===== src/pfde_pkg.sv =====
`default_nettype none

package pfde_pkg;

  localparam int COORD_W     = 8;
  localparam int STORE_DEPTH = 1024;
  localparam int STORE_AW    = $clog2(STORE_DEPTH);
  localparam int IDX_W       = 10;
  localparam int ACT_W       = 3;

  localparam int DEF_SCREEN_WIDTH  = 128;
  localparam int DEF_SCREEN_HEIGHT = 64;

  localparam int QUEUE_DEPTH = 2;
  localparam int QPTR_W      = $clog2(QUEUE_DEPTH);

  localparam logic [ACT_W-1:0] ACT_PIXEL = 3'd0;
  localparam logic [ACT_W-1:0] ACT_HLINE = 3'd1;
  localparam logic [ACT_W-1:0] ACT_VLINE = 3'd2;
  localparam logic [ACT_W-1:0] ACT_RECT  = 3'd3;
  localparam logic [ACT_W-1:0] ACT_FILL  = 3'd4;
  localparam logic [ACT_W-1:0] ACT_CLEAR = 3'd5;
  localparam logic [ACT_W-1:0] ACT_READ  = 3'd6;

  typedef enum logic [2:0] {
    K_PIXEL,
    K_HLINE,
    K_VLINE,
    K_RECT,
    K_FILL,
    K_CLEAR,
    K_READ,
    K_NOP
  } cmd_kind_t;

  typedef struct packed {
    cmd_kind_t          kind;
    logic [COORD_W-1:0] xa;
    logic [COORD_W-1:0] ya;
    logic [COORD_W-1:0] xb;
    logic [COORD_W-1:0] yb;
    logic [COORD_W-1:0] cnt;   // run for lines, width for rectangles
    logic [COORD_W-1:0] ht;
    logic               val;
    logic [IDX_W-1:0]   idx;
    logic [COORD_W-1:0] nseg;
  } cmd_t;

  typedef struct packed {
    logic valid;
    logic full;
  } q_stat_t;

endpackage

`default_nettype wire


===== src/pfde_queue.sv =====
`default_nettype none

module pfde_queue (
  input  wire logic           clk,
  input  wire logic           rst_n,
  input  wire logic           push,
  input  wire pfde_pkg::cmd_t wdata,
  input  wire logic           pop,
  output pfde_pkg::cmd_t      rdata,
  output pfde_pkg::q_stat_t   stat
);

  pfde_pkg::cmd_t                 slot_r [pfde_pkg::QUEUE_DEPTH];
  logic [pfde_pkg::QPTR_W-1:0]    wptr_r;
  logic [pfde_pkg::QPTR_W-1:0]    rptr_r;
  logic [pfde_pkg::QPTR_W:0]      count_r;
  logic [pfde_pkg::QPTR_W-1:0]    wptr_nxt;
  logic [pfde_pkg::QPTR_W-1:0]    rptr_nxt;
  logic [pfde_pkg::QPTR_W:0]      count_nxt;

  assign stat.valid = (count_r != '0);
  assign stat.full  = (count_r == (pfde_pkg::QPTR_W+1)'(pfde_pkg::QUEUE_DEPTH));
  assign rdata      = slot_r[rptr_r];

  always_comb begin
    wptr_nxt  = wptr_r;
    rptr_nxt  = rptr_r;
    count_nxt = count_r;
    if (push) begin
      wptr_nxt = (wptr_r == (pfde_pkg::QPTR_W)'(pfde_pkg::QUEUE_DEPTH - 1)) ? '0
                 : wptr_r + 1'b1;
    end
    if (pop) begin
      rptr_nxt = (rptr_r == (pfde_pkg::QPTR_W)'(pfde_pkg::QUEUE_DEPTH - 1)) ? '0
                 : rptr_r + 1'b1;
    end
    if (push && !pop) begin
      count_nxt = count_r + 1'b1;
    end else if (pop && !push) begin
      count_nxt = count_r - 1'b1;
    end
  end

  always_ff @(posedge clk) begin
    if (!rst_n) begin
      wptr_r  <= '0;
      rptr_r  <= '0;
      count_r <= '0;
    end else begin
      wptr_r  <= wptr_nxt;
      rptr_r  <= rptr_nxt;
      count_r <= count_nxt;
    end
  end

  always_ff @(posedge clk) begin
    if (push) begin
      slot_r[wptr_r] <= wdata;
    end
  end

endmodule

`default_nettype wire


===== config.mk =====
export PLATFORM = sky130hd
export DESIGN_NAME = pfde_queue
export DESIGN_NICKNAME = d
export VERILOG_FILES = /design/src/pfde_pkg.sv /design/src/pfde_queue.sv
export SDC_FILE = /design/constraint.sdc
export NUM_CORES = 1
export LEC_CHECK = 0
export BUFFER_PORTS_ARGS = -buffer_cell sky130_fd_sc_hd__buf_4
export CORE_MARGIN = 4
export CORE_UTILIZATION = 40
export CTS_CLUSTER_DIAMETER = 30
export DETAILED_ROUTE_END_ITERATION = 10
export HOLD_SLACK_MARGIN = 0.06
export MAX_ROUTING_LAYER = met4
export SLEW_MARGIN = 15
export SYNTH_ARGS = -nofsm -noshare
export SYNTH_HDL_FRONTEND = slang
export SYNTH_SLANG_ARGS = --single-unit

===== constraint.sdc =====
create_clock -name clk -period 5.5 [get_ports clk]
set_input_delay 0.55 -clock clk [delete_from_list [all_inputs] [get_ports clk]]
set_output_delay 0.55 -clock clk [all_outputs]
set_load 0.01 [all_outputs]

# ---- Word-level counts from Yosys, hierarchy flattened
# Memories as Yosys holds them, arrays and structs flattened. A register that Yosys moved wholly into a read port is not among the register bits.
# Index checks and enable logic that the tools add are counted.
dict set report word_totals {
  regBits 4
  ram_bits 140
  in_bits 74
  out_inout_bits 72
  n_memories 1
}
# memory depth word_bits rd rd_clocked_by_memory_dff wr line_no
set memory_table {}
lappend memory_table {slot_r 2 70 1 1 1 pfde_queue.sv:13} ;# pfde_pkg::cmd_t slot_r [pfde_pkg::QUEUE_DEPTH];
dict set report classes {
  n_addsub 4
  eq_ne 1
  n_mux 8
  n_reduce_logical 6
}
# op count
set op_table {}
lappend op_table {{1-bit 2-to-1 mux} 6}
lappend op_table {{2-bit 2-to-1 mux} 2}
lappend op_table {{2-bit nonzero test} 2}
lappend op_table {{1-bit adder, second input constant} 2}
lappend op_table {{2-bit by 1-bit adder with 2-bit output, second input constant} 1}
lappend op_table {{2-bit equality test, second input constant} 1}
lappend op_table {{1-bit logical AND} 2}
lappend op_table {{1-bit logical NOT} 2}
lappend op_table {{2-bit by 1-bit subtractor with 2-bit output, second input constant} 1}

# ---- Logic depth before layout (Yosys ltp)
# Gate-level depths: netlist of the first run.
dict set report logic_depth {
  depth_word 4
  mapped_depth 5
  depth_no_buf 5
}

# ---- Worst setup path after synthesis of the first run
# Ideal clock, no wire load.
dict set report synth_timing {
  path_kind {input to register}
  startpoint {input push}
  endpoint {memory slot_r[0][0] (netlist name) (enable)}
  setup_ns 0.508
  arrival_ns 3.652
  path_slack_ns 1.341
  path_stages 1
  n_path_buf 0
  path_cell_list {nor2b_1}
}
dict set report synth_between {
  elab_chain_len 2
}
# item line_no
set synth_lines {}
lappend synth_lines {{from (decl)} pfde_queue.sv:6} ;# input wire logic push,
lappend synth_lines {{1-bit 2-to-1 mux} pfde_queue.sv:57} ;# if (push) begin
lappend synth_lines {{1-bit 2-to-1 mux (not written as such)} pfde_queue.sv:58} ;# slot_r[wptr_r] <= wdata;
lappend synth_lines {{to (decl)} pfde_queue.sv:13}
# Every way passes these cells.

==> run metrics, run 1 <==
vias 2700; drt first pass iters 4; # fillers between 1000 and 1500; Bufs and invs on worst path 1; Setup Skew 4.05 ps; CP max FO 70; CP max stage delay 980 ps; Finished Core Util 55.4%; clock sinks between 100 and 150; Post-Syn Nets 315; # rows 41; CP arrival 1990 ps; final net count 472; initial antenna violation count 0; yosys warns 0; crit path capture type primary output; clk slew on worst S/H paths 60 ps; Final Cycle Share 46.3%; IO Pins 146; port bufs about 150; GRT Residual Overflow 0; CTS root buffer clkbuf_16; post-route ant nets 0; WHS 317 ps; Reg area 0.00431 mm2; fmax around 0.39 GHz; clk_lat worst skew 420 ps; final wirelength 9720 um; critical path's slowest cell dfxtp_4; number of diodes 0; #FFs+latches synth 145; CTS tree done; Slew Limit Fails 0; Final Cell Area 0.00707 mm2; DP Wirelength ~6100 um; Worst-Margin Slew ~1100 ps; maximum clock insertion buffer count 2; Slew HR 29.6%; crit path kind reg -> out; hold buffers post-CTS 0; Die W 123 um; Hold WC Path Type in -> reg; Initial Util 41.5%; Max H-tree Level 4; Setup TNS Final 0 ps; Setup crit start kind flip-flop; Worst path top cell family by delay flip-flops; WL/cell 16.7 um; synthesized area 0.00530 mm2; DR iter-0 viols roughly 210; Total GRT Usage 13.7%; Syn Inst Count 240; RSZ-0062 raised after global routing no; CP Cell Sequence mux2_2 -> buf_4; max cap viols 0; PD cells ~370 mW/mm2; WP data required 4950 ps; pin count of the biggest net entering global routing 71; DRC Markers 0; VDD IR max between 0.2 and 0.25 mV; Hold Fails Final Rpt 0; Static Leak 0.00265 uW; Setup-failing EPs final 0; post-cts gate resize count 0; Chip Height roughly 120 um; sequential-to-total area share from yosys stat 81.2%; Tmin final 2540 ps; first-pass GRT wire length 14400 um; number of global-route vias before repair 2847; TritonCTS Buffers 17; DIE AREA 0.0151 mm2; share of cells above drive strength 1 between 50% and 60%; P&R area growth vs syn 33.5%; Area after DPL between 0.006 and 0.007 mm2; routability congestion estimate 0.725; run status completed; multi-input logic area 916 um2; Cell variety after synth 17; vias per cell 4.65; Post-CTS Setup Repair Bufs 0; Avg Cell Area, Syn around 22 um2; core area ~0.013 mm2
-- layout make-up --
| type | count | area share (%) |
|---|---|---|
| clock buffers | 22 | 6.28 |
| clock inverters | 9 | 1.29 |
| inverters | 1 | 0.0531 |
| multi-input cells | 86 | 12.9 |
| flip-flops and latches | 145 | 60.9 |
| well taps | 172 | 3.04 |
| repair buffers | 146 | 15.5 |
-- per-stage QoR --
step / power (uW) / setup slack, ps / instances
finish: 2630 / 2960 / 581
global route: 2730 / 2820 / 581
CTS: 2660 / 2880 / 581
detailed placement: 1610 / 2950 / 550
global placement: 1610 / 2920 / 550
floorplan: 1460 / 1340 / 240
-- cell usage after synthesis --
cell	instances	area share (%)
o21a_1	1	0.14
o21ai_0	1	0.094
or2_2	1	0.12
and2b_2	1	0.17
dfxtp_1	5	1.9
or3_1	1	0.12
a21boi_1	1	0.14
ha_1	1	0.24
edfxtp_1	140	79
xnor2_1	1	0.17
nor2b_1	2	0.24
buf_2	1	0.094
mux2_2	70	15
inv_1	1	0.071
xor2_1	2	0.33
and2_1	4	0.47
buf_6	7	1.5
-- worst paths after layout --
kind / startpoint / endpoint / slack, ps / cells after the start
max reg2reg: wptr_r / slot_r[0][37] / 3370 / 2
min: wdata[44] / slot_r[0][44] / 320 / 1
min reg2reg: count_r[1] / count_r[1] / 510 / 2
max: flip-flop / rdata[46] / 2960 / 2
-- sequential cells by signal (all words and copies together) (netlist names), named ones only --
| signal | count |
|---|---|
| wptr_r | 1 |
| slot_r | 140 |
| count_r | 2 |
| rptr_r | 1 |
-- worst reg2reg max path: stages, from the launching register on --
cell	delay, ps
dfxtp_1	330
nor2b_4	820
buf_4	590
-- where the power goes --
| part | leakage [uW] | switching (uW) | internal [uW] |
|---|---|---|---|
| sequential | 0.00136 | 33.4 | 1280 |
| combinational | 0.00103 | 112 | 160 |
| clock | 0.000264 | 392 | 655 |
-- cells in the final DEF (no fill, tap or decap), drive strengths merged --
master and instances:
or2 1, clkinv 7, xor2 2, xnor2 1
buf 146, edfxtp 140, and2 4, a21boi 1
o21a 1, ha 1, bufinv 2, mux2 70
dfxtp 5, o21ai 1, or3 1, inv 1
and2b 1, clkbuf 22, nor2b 2
-- routing by layer --
metal  global-route usage, %  vias to the layer above  routed length, um
li1                        -                     1260                  -
met1                    15.6                     1316               3940
met2                    20.8                      110               4750
met3                    6.31                       14                870
met4                    6.02                        0                165
met5                       -                        -                  0
-- kinds of logic after synthesis --
kind of cell | Yosys count | synth area share (%)
buffers and inverters | 9 | 1.65
AO/OA/AOI/OAI | 3 | 0.378
XOR/XNOR | 3 | 0.496
AND/OR/NAND/NOR | 9 | 1.11
multiplexers | 70 | 14.9
adder cells (fa/ha/maj) | 1 | 0.236
flip-flops | 145 | 81.2
Note: power is estimated with default switching activity, not from simulation.
==> inputs of run 2 (changes only) <==
==> constraint.sdc (replaced) <==
create_clock -name clk -period 2.5 [get_ports clk]
set_input_delay 0.25 -clock clk [delete_from_list [all_inputs] [get_ports clk]]
set_output_delay 0.25 -clock clk [all_outputs]
set_load 0.01 [all_outputs]
==> run 2 against run 1 <==
Effect of this change:
- register-to-register slack got worse by 2400 ps
- die area did not move
- largest power group unchanged
- combinational power rose to 2.7 times the previous value
- largest cell class unchanged
- clock power rose by 140%
- critical path type unchanged
- setup slack got worse by 2400 ps
==> run metrics, run 2 (same netlist as run 1, synthesis figures left out) <==
IO Pins 146 (unchanged); WP data required 2250 ps (was 4950 ps); Setup TNS Final 0 ps (unchanged); Hold Fails Final Rpt 0 (unchanged); # rows 41 (unchanged); CTS tree done (unchanged); Hold WC Path Type in -> reg (unchanged); share of cells above drive strength 1 52.4% (was 59.7%); CP dominant cell by count buf_4; fmax around 0.5 GHz; PD cells 775 mW/mm2 (was 372 mW/mm2); CP max FO 19 (was 70); Slew Limit Fails 0 (unchanged); total chip power 6130 uW (was 2630 uW); max cap viols 0 (unchanged); DP Wirelength 6590 um (was 6150 um); Biggest register slot_r (unchanged); Slew HR 65.3% (was 29.6%); Static Leak 0.00301 uW (was 0.00265 uW); routability congestion estimate 0.725 (about the same); Reg area 0.00431 mm2 (unchanged); Post-CTS Setup Repair Bufs 0 (unchanged); Setup-failing EPs final 0 (unchanged); VDD IR max 0.496 mV (was 0.201 mV); Initial Util 41.5% (unchanged); # fillers 964 (was 1030); critical path's slowest cell dfxtp_4 (unchanged); Area after DPL 0.00659 mm2 (was 0.00654 mm2); crit path capture type primary output (unchanged); clk slew on worst S/H paths 50 ps (was 60 ps); Chip Height 123 um (unchanged); pin count of the biggest net entering global routing 38 (was 71); Max H-tree Level 4 (unchanged); Final Cell Area 0.00791 mm2 (was 0.00707 mm2); final net count 547 (was 472); port bufs 145 (unchanged); RSZ-0062 raised after global routing no (unchanged); WL/cell 15.8 um (was 16.7 um); drt first pass iters 4 (unchanged); Bufs and invs on worst path 2 (was 1); DRC Markers 0 (unchanged); Total GRT Usage 14.8% (was 13.7%); Setup Skew 6.28 ps (was 4.05 ps); hold buffers post-CTS 71 (was 0); first-pass GRT wire length 16000 um (was 14400 um); GRT Residual Overflow 0 (unchanged); clock sinks 145 (unchanged); core area 0.0128 mm2 (unchanged); Setup crit start kind flip-flop (unchanged); crit path kind reg -> out (unchanged); CP arrival 1740 ps (was 1990 ps); vias per cell 4.51 (was 4.65); multi-input logic area 916 um2 (unchanged); DR iter-0 viols 202 (was 211); post-route ant nets 0 (unchanged); most common cell after layout, fill and taps aside buf_4 (unchanged); number of global-route vias before repair 3165 (was 2847); vias 2966 (was 2700); initial antenna violation count 0 (unchanged); Worst-Margin Slew 521 ps (was 1050 ps); Die W 123 um (unchanged); maximum clock insertion buffer count 2 (unchanged); P&R area growth vs syn 49.4% (was 33.5%); number of diodes 0 (unchanged); run status completed (unchanged); TritonCTS Buffers 17 (unchanged); biggest regs slot_r (140), count_r (2) (unchanged); post-cts gate resize count 0 (unchanged); CTS root buffer clkbuf_16 (unchanged); final wirelength 10400 um (was 9720 um); Final Cycle Share 79.6%; Worst path top cell family by delay flip-flops (unchanged); DIE AREA 0.0151 mm2 (unchanged); Largest register FFs 140 (unchanged); CP Cell Sequence buf_4 -> mux2_2 -> buf_4 (was mux2_2 -> buf_4); Tmin final 1990 ps; clk_lat worst skew 410 ps (was 420 ps); commonest cells after routing, fill and taps aside buf_4 (148), edfxtp_1 (140), dlygate4sd3_1 (71), mux2_2 (70), clkbuf_16 (17) (was buf_4 (146), edfxtp_1 (140), mux2_2 (70), clkbuf_16 (17), clkbuf_1 (5)); CP max stage delay 490 ps (was 980 ps)
run 2: path summary, 6_finish.rpt:
| kind | start | end | slack [ps] | depth (start not counted) |
|---|---|---|---|---|
| hold reg to reg | count_r[1] | count_r[1] | 500 | 2 |
| hold / removal | pop | flip-flop | 180 | 3 |
| setup / recovery | flip-flop | rdata[43] | 510 | 3 |
| setup reg to reg | wptr_r | slot_r[1][29] | 970 | 2 |
run 2: worst register-to-register path: cells and delay by family, from the launching register on:
family	cells	cell delay [ps]
and+or+nand+nor	1	510
DFF	1	380
buffers and inverters	1	310
run 2: final cells by class:
| type | count | share of cell area, % |
|---|---|---|
| Sequential cell | 145 | 54.4 |
| Clock inverter | 9 | 1.64 |
| Multi-Input combinational cell | 86 | 11.6 |
| Tap cell | 172 | 2.72 |
| Clock buffer | 23 | 6.04 |
| Inverter | 1 | 0.0474 |
| Timing Repair Buffer | 221 | 23.5 |
run 2: metrics by stage:
step           std cells  util [%]  hold WS [ps]  worst slack (ps)
2_1_floorplan        240         -           349              37.4
3_3_place_gp         554      51.6           435               927
3_5_place_dp         554      51.6           438               914
4_1_cts              657      61.9           155               460
5_1_grt              657      61.9           182               406
6_report             657      61.9           177               510
run 2: report_power, final:
part	internal, uW	switching [uW]
Sequential	2810	41.8
Combinational	434	298
Clock	1650	902
Total	4890	1240
run 2: layer usage:
layer / part of all wire [%] / vias to the layer above / GRT usage [%] / routed length (um)
li1: - / 1411 / - / -
met1: 40 / 1459 / 16.9 / 4160
met2: 53 / 81 / 24.5 / 5510
met3: 5.0 / 15 / 3.98 / 518
met4: 2.0 / 0 / 6.44 / 210
met5: 0 / - / - / 0
