--- config.mk ---
export PLATFORM = sky130hd
export DESIGN_NAME = pfde_front
export DESIGN_NICKNAME = d
export VERILOG_FILES = /design/src/pfde_pkg.sv /design/src/pfde_front.sv
export SDC_FILE = /design/constraint.sdc
export NUM_CORES = 1
export LEC_CHECK = 0
export ABC_AREA = 1
export BUFFER_PORTS_ARGS = -buffer_cell sky130_fd_sc_hd__buf_2
export CORE_ASPECT_RATIO = 2
export CORE_MARGIN = 3
export CORE_UTILIZATION = 30
export DETAILED_ROUTE_END_ITERATION = 10
export PLACE_DENSITY = 0.68
export REMOVE_ABC_BUFFERS = 1
export SYNTH_ARGS = -nofsm -noshare
export SYNTH_HDL_FRONTEND = slang
export SYNTH_SLANG_ARGS = --single-unit
--- constraint.sdc ---
create_clock -name vclk -period 2
set_input_delay 0.1 -clock vclk [all_inputs]
set_output_delay 0.1 -clock vclk [all_outputs]
set_load 0.005 [all_outputs]
--- src/pfde_pkg.sv ---
`default_nettype none

package pfde_pkg;

  localparam int COORD_W     = 8;
  localparam int STORE_DEPTH = 1024;
  localparam int STORE_AW    = $clog2(STORE_DEPTH);
  localparam int IDX_W       = 10;
  localparam int ACT_W       = 3;

  localparam int DEF_SCREEN_WIDTH  = 128;
  localparam int DEF_SCREEN_HEIGHT = 64;

  localparam int QUEUE_DEPTH = 2;
  localparam int QPTR_W      = $clog2(QUEUE_DEPTH);

  localparam logic [ACT_W-1:0] ACT_PIXEL = 3'd0;
  localparam logic [ACT_W-1:0] ACT_HLINE = 3'd1;
  localparam logic [ACT_W-1:0] ACT_VLINE = 3'd2;
  localparam logic [ACT_W-1:0] ACT_RECT  = 3'd3;
  localparam logic [ACT_W-1:0] ACT_FILL  = 3'd4;
  localparam logic [ACT_W-1:0] ACT_CLEAR = 3'd5;
  localparam logic [ACT_W-1:0] ACT_READ  = 3'd6;

  typedef enum logic [2:0] {
    K_PIXEL,
    K_HLINE,
    K_VLINE,
    K_RECT,
    K_FILL,
    K_CLEAR,
    K_READ,
    K_NOP
  } cmd_kind_t;

  typedef struct packed {
    cmd_kind_t          kind;
    logic [COORD_W-1:0] xa;
    logic [COORD_W-1:0] ya;
    logic [COORD_W-1:0] xb;
    logic [COORD_W-1:0] yb;
    logic [COORD_W-1:0] cnt;   // run for lines, width for rectangles
    logic [COORD_W-1:0] ht;
    logic               val;
    logic [IDX_W-1:0]   idx;
    logic [COORD_W-1:0] nseg;
  } cmd_t;

  typedef struct packed {
    logic valid;
    logic full;
  } q_stat_t;

endpackage

`default_nettype wire

--- src/pfde_front.sv ---
`default_nettype none

module pfde_front (
  input  wire logic                               in_valid,
  output logic                                    in_stall,
  input  wire logic [pfde_pkg::ACT_W-1:0]         in_action,
  input  wire logic [pfde_pkg::COORD_W-1:0]       in_x_first,
  input  wire logic [pfde_pkg::COORD_W-1:0]       in_y_first,
  input  wire logic [pfde_pkg::COORD_W-1:0]       in_x_second,
  input  wire logic [pfde_pkg::COORD_W-1:0]       in_y_second,
  input  wire logic [pfde_pkg::COORD_W-1:0]       in_run_length,
  input  wire logic                               in_pixel_value,
  input  wire logic [pfde_pkg::IDX_W-1:0]         in_byte_index,
  input  wire pfde_pkg::q_stat_t                  q_stat,
  input  wire logic                               init_busy,
  output logic                                    q_push,
  output pfde_pkg::cmd_t                          q_wdata
);

  logic [pfde_pkg::COORD_W-1:0] rect_w;
  logic [pfde_pkg::COORD_W-1:0] rect_h;

  assign rect_w   = in_x_second - in_x_first + 8'd1;
  assign rect_h   = in_y_second - in_y_first;
  assign in_stall = q_stat.full | init_busy;
  assign q_push   = in_valid & ~in_stall;

  always_comb begin
    q_wdata.xa   = in_x_first;
    q_wdata.ya   = in_y_first;
    q_wdata.xb   = in_x_second;
    q_wdata.yb   = in_y_second;
    q_wdata.ht   = rect_h;
    q_wdata.val  = in_pixel_value;
    q_wdata.idx  = in_byte_index;
    q_wdata.cnt  = rect_w;
    q_wdata.kind = pfde_pkg::K_NOP;
    q_wdata.nseg = 8'd0;
    case (in_action)
      pfde_pkg::ACT_PIXEL: begin
        q_wdata.kind = pfde_pkg::K_PIXEL;
        q_wdata.nseg = 8'd1;
      end
      pfde_pkg::ACT_HLINE: begin
        q_wdata.kind = pfde_pkg::K_HLINE;
        q_wdata.cnt  = in_run_length;
        q_wdata.nseg = 8'd1;
      end
      pfde_pkg::ACT_VLINE: begin
        q_wdata.kind = pfde_pkg::K_VLINE;
        q_wdata.cnt  = in_run_length;
        q_wdata.nseg = 8'd1;
      end
      pfde_pkg::ACT_RECT: begin
        q_wdata.kind = pfde_pkg::K_RECT;
        q_wdata.nseg = 8'd4;
      end
      pfde_pkg::ACT_FILL: begin
        q_wdata.kind = pfde_pkg::K_FILL;
        q_wdata.nseg = rect_w;
      end
      pfde_pkg::ACT_CLEAR: begin
        q_wdata.kind = pfde_pkg::K_CLEAR;
      end
      pfde_pkg::ACT_READ: begin
        q_wdata.kind = pfde_pkg::K_READ;
      end
      default: begin
        q_wdata.kind = pfde_pkg::K_NOP;
      end
    endcase
  end

endmodule

`default_nettype wire

# == Yosys cells after proc, flatten, opt, wreduce, memory -nomap -nowiden ==
# Index checks and enable logic that the tools add are counted.
# totals
register_bits,0
in_bits,58
elab_cells,18
# classes
addsub,3
n_eq_ne,6
muxes,3
bitwise_logic,3
reduce_logical,3
# ops
cell,n
one-hot mux 8 bit (3 select lines),1
one-hot mux 3 bit (7 select lines),1
subtractor 8 bit,2
equality test 3 bit (second input constant),3
adder 8 x 1 -> 8 bit (second input constant),1
2-to-1 mux 8 bit,1
equality test 3 x 2 -> 1 bit (second input constant),2
equality test 3 x 1 -> 1 bit (second input constant),1
zero test 3 bit,1
OR reduction 3 bit,1
OR reduction 2 bit,1
AND 1 bit,1
NOT 1 bit,1
bitwise OR 1 bit,1

# == Logic depth before layout (Yosys ltp) ==
# Gate-level depths: netlist of run 1.
# logic_depth
ltp_word,3
mapped_depth,13
depth_no_buf,13

# == Worst setup path after synthesis of run 1 ==
# No wires, ideal clock.
# synth_timing
kind,input -> output
from,in in_x_second[1] (netlist bit)
to,out q_wdata[34] (netlist bit)
arrival_ns,1.527
t_required_ns,1.900
slack_ns,0.373
stages,12
n_path_buf,0
cell_sequence,inv_1 -> ha_1 -> inv_1 -> ha_1 -> inv_1 -> fa_1 -> nor3_1 -> nor2_1 -> nand2_1 -> nand2_1 -> nand2_1 -> nand2_1
# synth_rtl
item,line,rtl
start: declaration,pfde_front.sv:9,"input wire logic [pfde_pkg::COORD_W-1:0] in_x_second,"
end: declaration,pfde_front.sv:17,output pfde_pkg::cmd_t q_wdata

==> reports/qor.yml, run 1 <==
drc: 0
start_kind: "primary input"
worstMarginPinSlew_ns: 0.297
die_x_microns: 52.8
power_density_mw_per_mm2: 302
fin_nets: 361
initial_utilization: 0.314
path_max_fanout: 3
worstPathRequired_ns: 1.90
avgSynthCellArea_sq_um: 6.01
drt-total-wl_mm: 3.47
die_area_sq_mm: 0.00525
min_period_ns: 1.83
rsz0062_at_grt: "false"
rows: 33
switching_share: 0.536
status: "completed"
clock_power_share: 0
fin_util: 0.379
cap_violations: 0
dp_hpwl_mm: 3.19
synth_area_sq_mm: 0.00131
post-place-ws_ns: 0.0681
fmax_mhz: 546
yosysUniqueCellTypes: 24
synthTopCellsByCount: "55 x nand2_1, 46 x inv_1, 43 x buf_4"
grt_max_degree: 14
tns_ns: 0
internal-power_mw: 0.222
max_stage_delay_ns: 0.38
antenna_found_initial: 0
diodes: 0
postCtsHoldBufs: 0
seq_power_share: 0
holdWs_ns: 0.200
worstHoldStart: "in_byte_index[5]"
viasPerCell: 4.40
p_leak_nw: 1.10
grt_pass1_wl_mm: 5.44
num_io_pins: 130
dpl.cell_count: 331
postCtsSetupBuffers: 0
io_buffers: 107
regArea_sq_um: 0
period_share: 0.916
fin_ws_ns: 0.168
overflow: 0
via_count: 1457
clkbuf_count: 0
drv_slew: 0
seq_cells: 0
p_sw_mw: 0.256
crit_slowest_cell: "fa_2"
share_comb_of_total_power: 1.000
setup_viol: 0
fp.dieH_microns: 99.5
drt_iter0_markers: 17
yosysMostFrequentCell: "nand2_1"
fin_area_sq_mm: 0.00158
relSlewSlack: 0.800
drive_gt1_frac: 0.419
hold_violations: 0
path_class: "in2out"
yosysWarningCount: 0
track_usage: 0.128
fin_cells: 331
min_delay_worst_endpoint: "q_wdata[13]"
worstSetupEndpointType: "output port"
core_area_sq_mm: 0.00417
synthTopCellsByArea: "buf_4 25%, ha_1 19%, nand2_1 16%"
dpl_cell_area_sq_mm: 0.00157
cp_cell_sequence: "buf_2 -> ha_1 -> inv_1 -> ha_1 -> inv_1 -> fa_2 -> inv_2 -> a21oi_2 -> xnor2_1 -> and2_1 -> buf_2"
dr.pass1.iters: 5
ant_nets: 0
synth_cells: 218
seq_area_frac_synth: 0
max-vdd-ir-drop_uv: 141
min_path_cells: 0
worstPathArrival_ns: 1.73
hp-class: "in2out"
synth_top_area_cell: "buf_4"
gp_congestion: 0.890
grt_pass1_vias: 1431
wire_per_inst_microns: 10.5
synth_top_area_share: 0.246
layout-area-overhead-vs-synth_pct: 20.6
cts_resized: 0
power_mw: 0.478
worst max-delay path, delay by kind of cell:
| kind | cells | cell delay [ns] |
|---|---|---|
| compound gates | 1 | 0.06 |
| xor+xnor | 1 | 0.20 |
| fa+ha+maj | 3 | 0.81 |
| buf+inv | 5 | 0.41 |
| simple gates | 1 | 0.15 |
placed cells by master, fill, tap and decap left out, drive strengths merged:
cell type | netlist | final
nor3 | 2 | 2
xnor2 | 3 | 3
a21boi | 1 | 1
or2 | 1 | 1
a21oi | 8 | 8
and2 | 2 | 2
fa | 2 | 2
buf | 44 | 108
o22ai | 1 | 1
ha | 20 | 20
nand3 | 7 | 7
o21ai | 7 | 7
inv | 46 | 46
nand4 | 1 | 1
xor2 | 6 | 6
nand2 | 56 | 56
nand3b | 2 | 2
nor2 | 6 | 6
final cells by class:
type                            instances  area [sq um]
Fill cell                             492          2590
Multi-Input combinational cell        125           801
Timing Repair Buffer                  108           543
Inverter                               46           173
Tap cell                               52          65.1
worst max-delay path by stage:
stage	startpoint	to	slack, ns
6_report	in_x_first[1]	q_wdata[5]	0.17
5_1_grt	in_x_second[1]	q_wdata[7]	0.03
4_1_cts	in_x_first[1]	q_wdata[5]	0.06
3_5_place_dp	in_x_first[1]	q_wdata[5]	0.07
3_3_place_gp	in_x_first[1]	q_wdata[5]	0.1
2_1_floorplan	in_x_second[1]	q_wdata[34]	0.37
cell families (layout without fill, tap and decap cells):
logic type      after synthesis  in the layout  share of synthesized area
xor+xnor                      9              9                     0.0601
fa+ha+maj                    22             22                      0.221
buf+inv                      93            154                      0.395
simple gates                 77             77                      0.244
compound gates               17             17                     0.0792
power groups by stage:
stage	clock network, mW	logic, mW	registers, mW
3_3_place_gp	0	0.472	0
3_5_place_dp	0	0.478	0
2_1_floorplan	0	0.254	0
6_report	0	0.478	0
4_1_cts	0	0.482	0
5_1_grt	0	0.545	0
layer usage:
metal,wire [microns],global-route usage,up-vias
met5,0,0.0333,-
met2,1730,0.260,125
met1,1130,0.110,585
met3,508,0.0315,7
met4,109,0.0394,0
li1,-,-,740
(Power assumes the default switching activity.)
==> run 2: changes to the inputs <==
Settings changed: MAX_ROUTING_LAYER set to met4.
==> run 2 against run 1 <==
Net effect:
- utilization is the same
- sequential share of layout area is the same
- combinational power is essentially flat
==> reports/qor.yml, run 2 (synthesis results as in run 1) <==
postCtsSetupBuffers: 0  # unchanged
core_area_sq_mm: 0.00417  # unchanged
relSlewSlack: 0.800  # about the same
seq_cells: 0  # unchanged
ant_nets: 0  # unchanged
fp.dieH_microns: 99.5  # unchanged
dr_wl_met2_mm: 1.73  # about the same
power_density_mw_per_mm2: 303  # was 302 mW/mm^2
dp_hpwl_mm: 3.19  # unchanged
num_io_pins: 130  # unchanged
grt_max_degree: 14  # unchanged
drc: 0  # unchanged
antenna_found_initial: 0  # unchanged
post-place-ws_ns: 0.0681  # unchanged
via_count: 1457  # unchanged
mostFrequentLayoutCells: "107 x buf_2, 55 x nand2_1, 45 x inv_1"  # unchanged
grt_pass1_vias: 1426  # was 1431
track_usage: 0.132  # was 0.128
worstMarginPinSlew_ns: 0.297  # about the same
drt-total-wl_mm: 3.48  # was 3.47 mm
grt_pass1_wl_mm: 5.44  # about the same
drt_iter0_markers: 15  # was 17
initial_utilization: 0.314  # unchanged
rsz0062_at_grt: "false"  # unchanged
tns_ns: 0  # unchanged
wl_met1_mm: 1.17  # was 1.13 mm
start_kind: "primary input"  # unchanged
path_max_fanout: 3  # unchanged
overflow: 0  # unchanged
p_leak_nw: 1.10  # unchanged
dr.max_layer_used: "met4"  # unchanged
die_area_sq_mm: 0.00525  # unchanged
layout-area-overhead-vs-synth_pct: 20.6  # unchanged
die_x_microns: 52.8  # unchanged
wl_met3_microns: 466  # was 508 microns
crit_path_end: "q_wdata[5]"  # unchanged
worstPathArrival_ns: 1.73  # about the same
io_buffers: 107  # unchanged
worstPathRequired_ns: 1.90  # about the same
viasPerCell: 4.40  # unchanged
layout_commonest_cell: "buf_2"  # unchanged
max-vdd-ir-drop_uv: 141  # about the same
wire_per_inst_microns: 10.5  # about the same
fmax_mhz: 547  # was 546 MHz
status: "completed"  # unchanged
diodes: 0  # unchanged
dr.pass1.iters: 5  # unchanged
hp-class: "in2out"  # unchanged
drv_slew: 0  # unchanged
rows: 33  # unchanged
min_period_ns: 1.83  # about the same
drive_gt1_frac: 0.419  # unchanged
cap_violations: 0  # unchanged
clkbuf_count: 0  # unchanged
setup_viol: 0  # unchanged
gp_congestion: 0.905  # was 0.890
hold_violations: 0  # unchanged
period_share: 0.915  # was 0.916
fin_ws_ns: 0.171  # was 0.168 ns
regArea_sq_um: 0  # unchanged
worstSetupEndpointType: "output port"  # unchanged
path_class: "in2out"  # unchanged
crit_start: "in_x_first[1]"  # unchanged
fin_nets: 361  # unchanged
[run 2: final cells by class]
class	count	area, sq um
fill	492	2590
multi-input combinational	125	801
timing repair buffer	108	543
inverter	46	173
tap	52	65.1
[run 2: power by group]
group | switching [mW] | total, mW | internal [mW]
combinational | 0.256 | 0.478 | 0.222
clock | 0 | 0 | 0
sequential | 0 | 0 | 0
[run 2: worst min-delay path by stage]
stage,slack [ns],to,from,cells past startpoint
2_1_floorplan,0.20,q_wdata[10],in_byte_index[2],0
3_3_place_gp,0.20,q_wdata[13],in_byte_index[5],0
3_5_place_dp,0.20,q_wdata[13],in_byte_index[5],0
4_1_cts,0.20,q_wdata[13],in_byte_index[5],0
5_1_grt,0.20,q_wdata[13],in_byte_index[5],0
6_report,0.20,q_wdata[13],in_byte_index[5],0
[run 2: per-layer routing]
layer	vias up	track usage
met3	7	0.0285
met2	125	0.260
met5	-	-
met4	0	0.0394
met1	585	0.115
li1	740	-
[run 2: through the flow]
stage	hold slack (ns)	area, sq um	util	std cells	total power, mW
after global placement	0.200	1570	0.377	331	0.472
after floorplan	0.200	966	-	171	0.254
after CTS	0.200	1570	0.377	331	0.482
after global routing	0.200	1580	0.379	331	0.545
after detailed placement	0.200	1570	0.377	331	0.478
final	0.200	1580	0.379	331	0.478
[run 2: timing repair]
item,in CTS,in global routing
gates resized for setup,0,3
hold buffers,0,0
setup endpoints to repair,0,4
[run 2: critical path, cell delays in order]
cell and delay (ns):
buf_2 0.11, ha_1 0.28, inv_1 0.06, ha_1 0.15, inv_1 0.05, fa_2 0.38
inv_2 0.08, a21oi_2 0.06, xnor2_1 0.20, and2_1 0.15, buf_2 0.11
==> run 3: changes to the inputs <==
Settings changed: CORE_ASPECT_RATIO 2 to 0.8.
==> run 3 against run 2 <==
Net effect:
- non-clock buffer count unchanged
- worst hold slack about the same
- global-route usage decreased by 1.8 points
- critical path depth increased by 3
- first-iteration DRC count increased by 130%
- die area decreased by 0.83%
- clock-buffer cell count unchanged
- total power decreased by 3.2%
- final area increased by 0.24%
- sequential share of layout area unchanged
- combinational power decreased by 3%
- maximum frequency increased by 1.3%
- largest power group unchanged
==> reports/qor.yml, run 3 (synthesis results as in run 1) <==
wire_per_inst_microns: 9.22  # was 10.5 microns
setup_viol: 0  # unchanged
switching_share: 0.522  # was 0.536
fin_nets: 361  # unchanged
hold_violations: 0  # unchanged
power_mw: 0.463  # was 0.478 mW
antenna_found_initial: 0  # unchanged
start_kind: "primary input"  # unchanged
worstSetupEndpointType: "output port"  # unchanged
period_share: 0.903  # was 0.915
p_leak_nw: 1.10  # about the same
max-vdd-ir-drop_uv: 125  # was 141 uV
overflow: 0  # unchanged
grt_pass1_wl_mm: 4.95  # was 5.44 mm
p_sw_mw: 0.241  # was 0.256 mW
rows: 20  # was 33
clkbuf_count: 0  # unchanged
dr.pass1.iters: 4  # was 5
diodes: 0  # unchanged
dp_hpwl_mm: 2.84  # was 3.19 mm
relSlewSlack: 0.798  # was 0.800
fmax_mhz: 554  # was 547 MHz
path_delay_family: "adder cells"  # unchanged
fin_ws_ns: 0.195  # was 0.171 ns
cap_violations: 0  # unchanged
seq_cells: 0  # unchanged
seq_power_share: 0  # about the same
status: "completed"  # unchanged
drt_iter0_markers: 34  # was 15
num_io_pins: 130  # unchanged
cpMostUsedCell: "nand2_1"
viasPerCell: 4.20  # was 4.40
drc: 0  # unchanged
core_area_sq_mm: 0.00400  # was 0.00417 sq mm
die_area_sq_mm: 0.00520  # was 0.00525 sq mm
post-place-ws_ns: 0.100  # was 0.0681 ns
postCtsSetupBuffers: 0  # unchanged
layout-area-overhead-vs-synth_pct: 20.9  # was 20.6%
worstPathRequired_ns: 1.90  # about the same
max_stage_delay_ns: 0.37  # was 0.38 ns
rsz0062_at_grt: "false"  # unchanged
grt_pass1_vias: 1251  # was 1426
hp-class: "in2out"  # unchanged
gp_congestion: 0.801  # was 0.905
ant_nets: 0  # unchanged
internal-power_mw: 0.221  # was 0.222 mW
drv_slew: 0  # unchanged
initial_utilization: 0.328  # was 0.314
regArea_sq_um: 0  # unchanged
fp.dieH_microns: 65.1  # was 99.5 microns
crit_slowest_cell: "fa_2"  # unchanged
drt-total-wl_mm: 3.08  # was 3.48 mm
clock_power_share: 0  # about the same
power_density_mw_per_mm2: 292  # was 303 mW/mm^2
layout_commonest_cell: "buf_2"  # unchanged
tns_ns: 0  # unchanged
worstMarginPinSlew_ns: 0.300  # was 0.297 ns
path_max_fanout: 3  # unchanged
mostFrequentLayoutCells: "107 x buf_2, 55 x nand2_1, 46 x inv_1"  # was 107 x buf_2, 55 x nand2_1, 45 x inv_1
track_usage: 0.113  # was 0.132
io_buffers: 107  # unchanged
share_comb_of_total_power: 1.000  # about the same
min_period_ns: 1.81  # was 1.83 ns
die_x_microns: 79.9  # was 52.8 microns
drive_gt1_frac: 0.416  # was 0.419
via_count: 1404  # was 1457
worstPathArrival_ns: 1.71  # was 1.73 ns
path_buf_inv: 5  # unchanged
cp_cell_sequence: "buf_2 -> ha_1 -> inv_1 -> ha_1 -> inv_1 -> fa_2 -> inv_1 -> nand3_1 -> nand3_1 -> nand2_1 -> nand2_1 -> nand2_1 -> nand2_1 -> buf_2"  # was buf_2 -> ha_1 -> inv_1 -> ha_1 -> inv_1 -> fa_2 -> inv_2 -> a21oi_2 -> xnor2_1 -> and2_1 -> buf_2
path_class: "in2out"  # unchanged
grt_max_degree: 14  # unchanged
==> run 3: cell count changes in the layout (fill, tap and decap cells not counted) <==
| cell | previous run | this run |
|---|---|---|
| inv_2 | 1 | 0 |
| inv_1 | 45 | 46 |
==> run 3: through the flow <==
step / instance area [sq um] / util / hold slack (ns) / cells
after floorplan: 966 / - / 0.200 / 171
after global placement: 1580 / 0.394 / 0.200 / 334
after detailed placement: 1580 / 0.394 / 0.200 / 334
after CTS: 1580 / 0.394 / 0.200 / 334
after global routing: 1590 / 0.396 / 0.200 / 334
final: 1590 / 0.396 / 0.200 / 334
==> run 3: layout make-up <==
class / instances / area (sq um)
fill: 446 / 2420
multi-input combinational: 125 / 801
timing repair buffer: 108 / 543
inverter: 46 / 173
tap: 55 / 68.8
==> run 3: worst paths after layout <==
path / start / to / slack (ns) / cells past startpoint
worst max-delay path: in_x_first[1] / q_wdata[34] / 0.19 / 14
worst min-delay path: in_byte_index[2] / q_wdata[10] / 0.20 / 0
==> run 3: routing by layer <==
layer | share of wire | vias to the layer above | wire, microns | GRT usage
li1 | - | 739 | - | -
met1 | 0.43 | 577 | 1310 | 0.136
met2 | 0.45 | 88 | 1390 | 0.210
met3 | 0.12 | 0 | 376 | 0.0205
met4 | 0 | 0 | 0 | 0
met5 | 0 | - | 0 | -
==> run 3: power groups by stage <==
stage	Sequential (mW)	Combinational, mW	Clock, mW
detailed placement	0	0.466	0
global placement	0	0.460	0
finish	0	0.463	0
CTS	0	0.469	0
floorplan	0	0.254	0
global route	0	0.534	0
==> run 3: what timing repair did <==
| action | in CTS | in global routing |
|---|---|---|
| hold endpoints to repair | 0 | 0 |
| endpoints found under the setup margin | 0 | 4 |
| hold buffers | 0 | 0 |
| resized for setup | 0 | 2 |
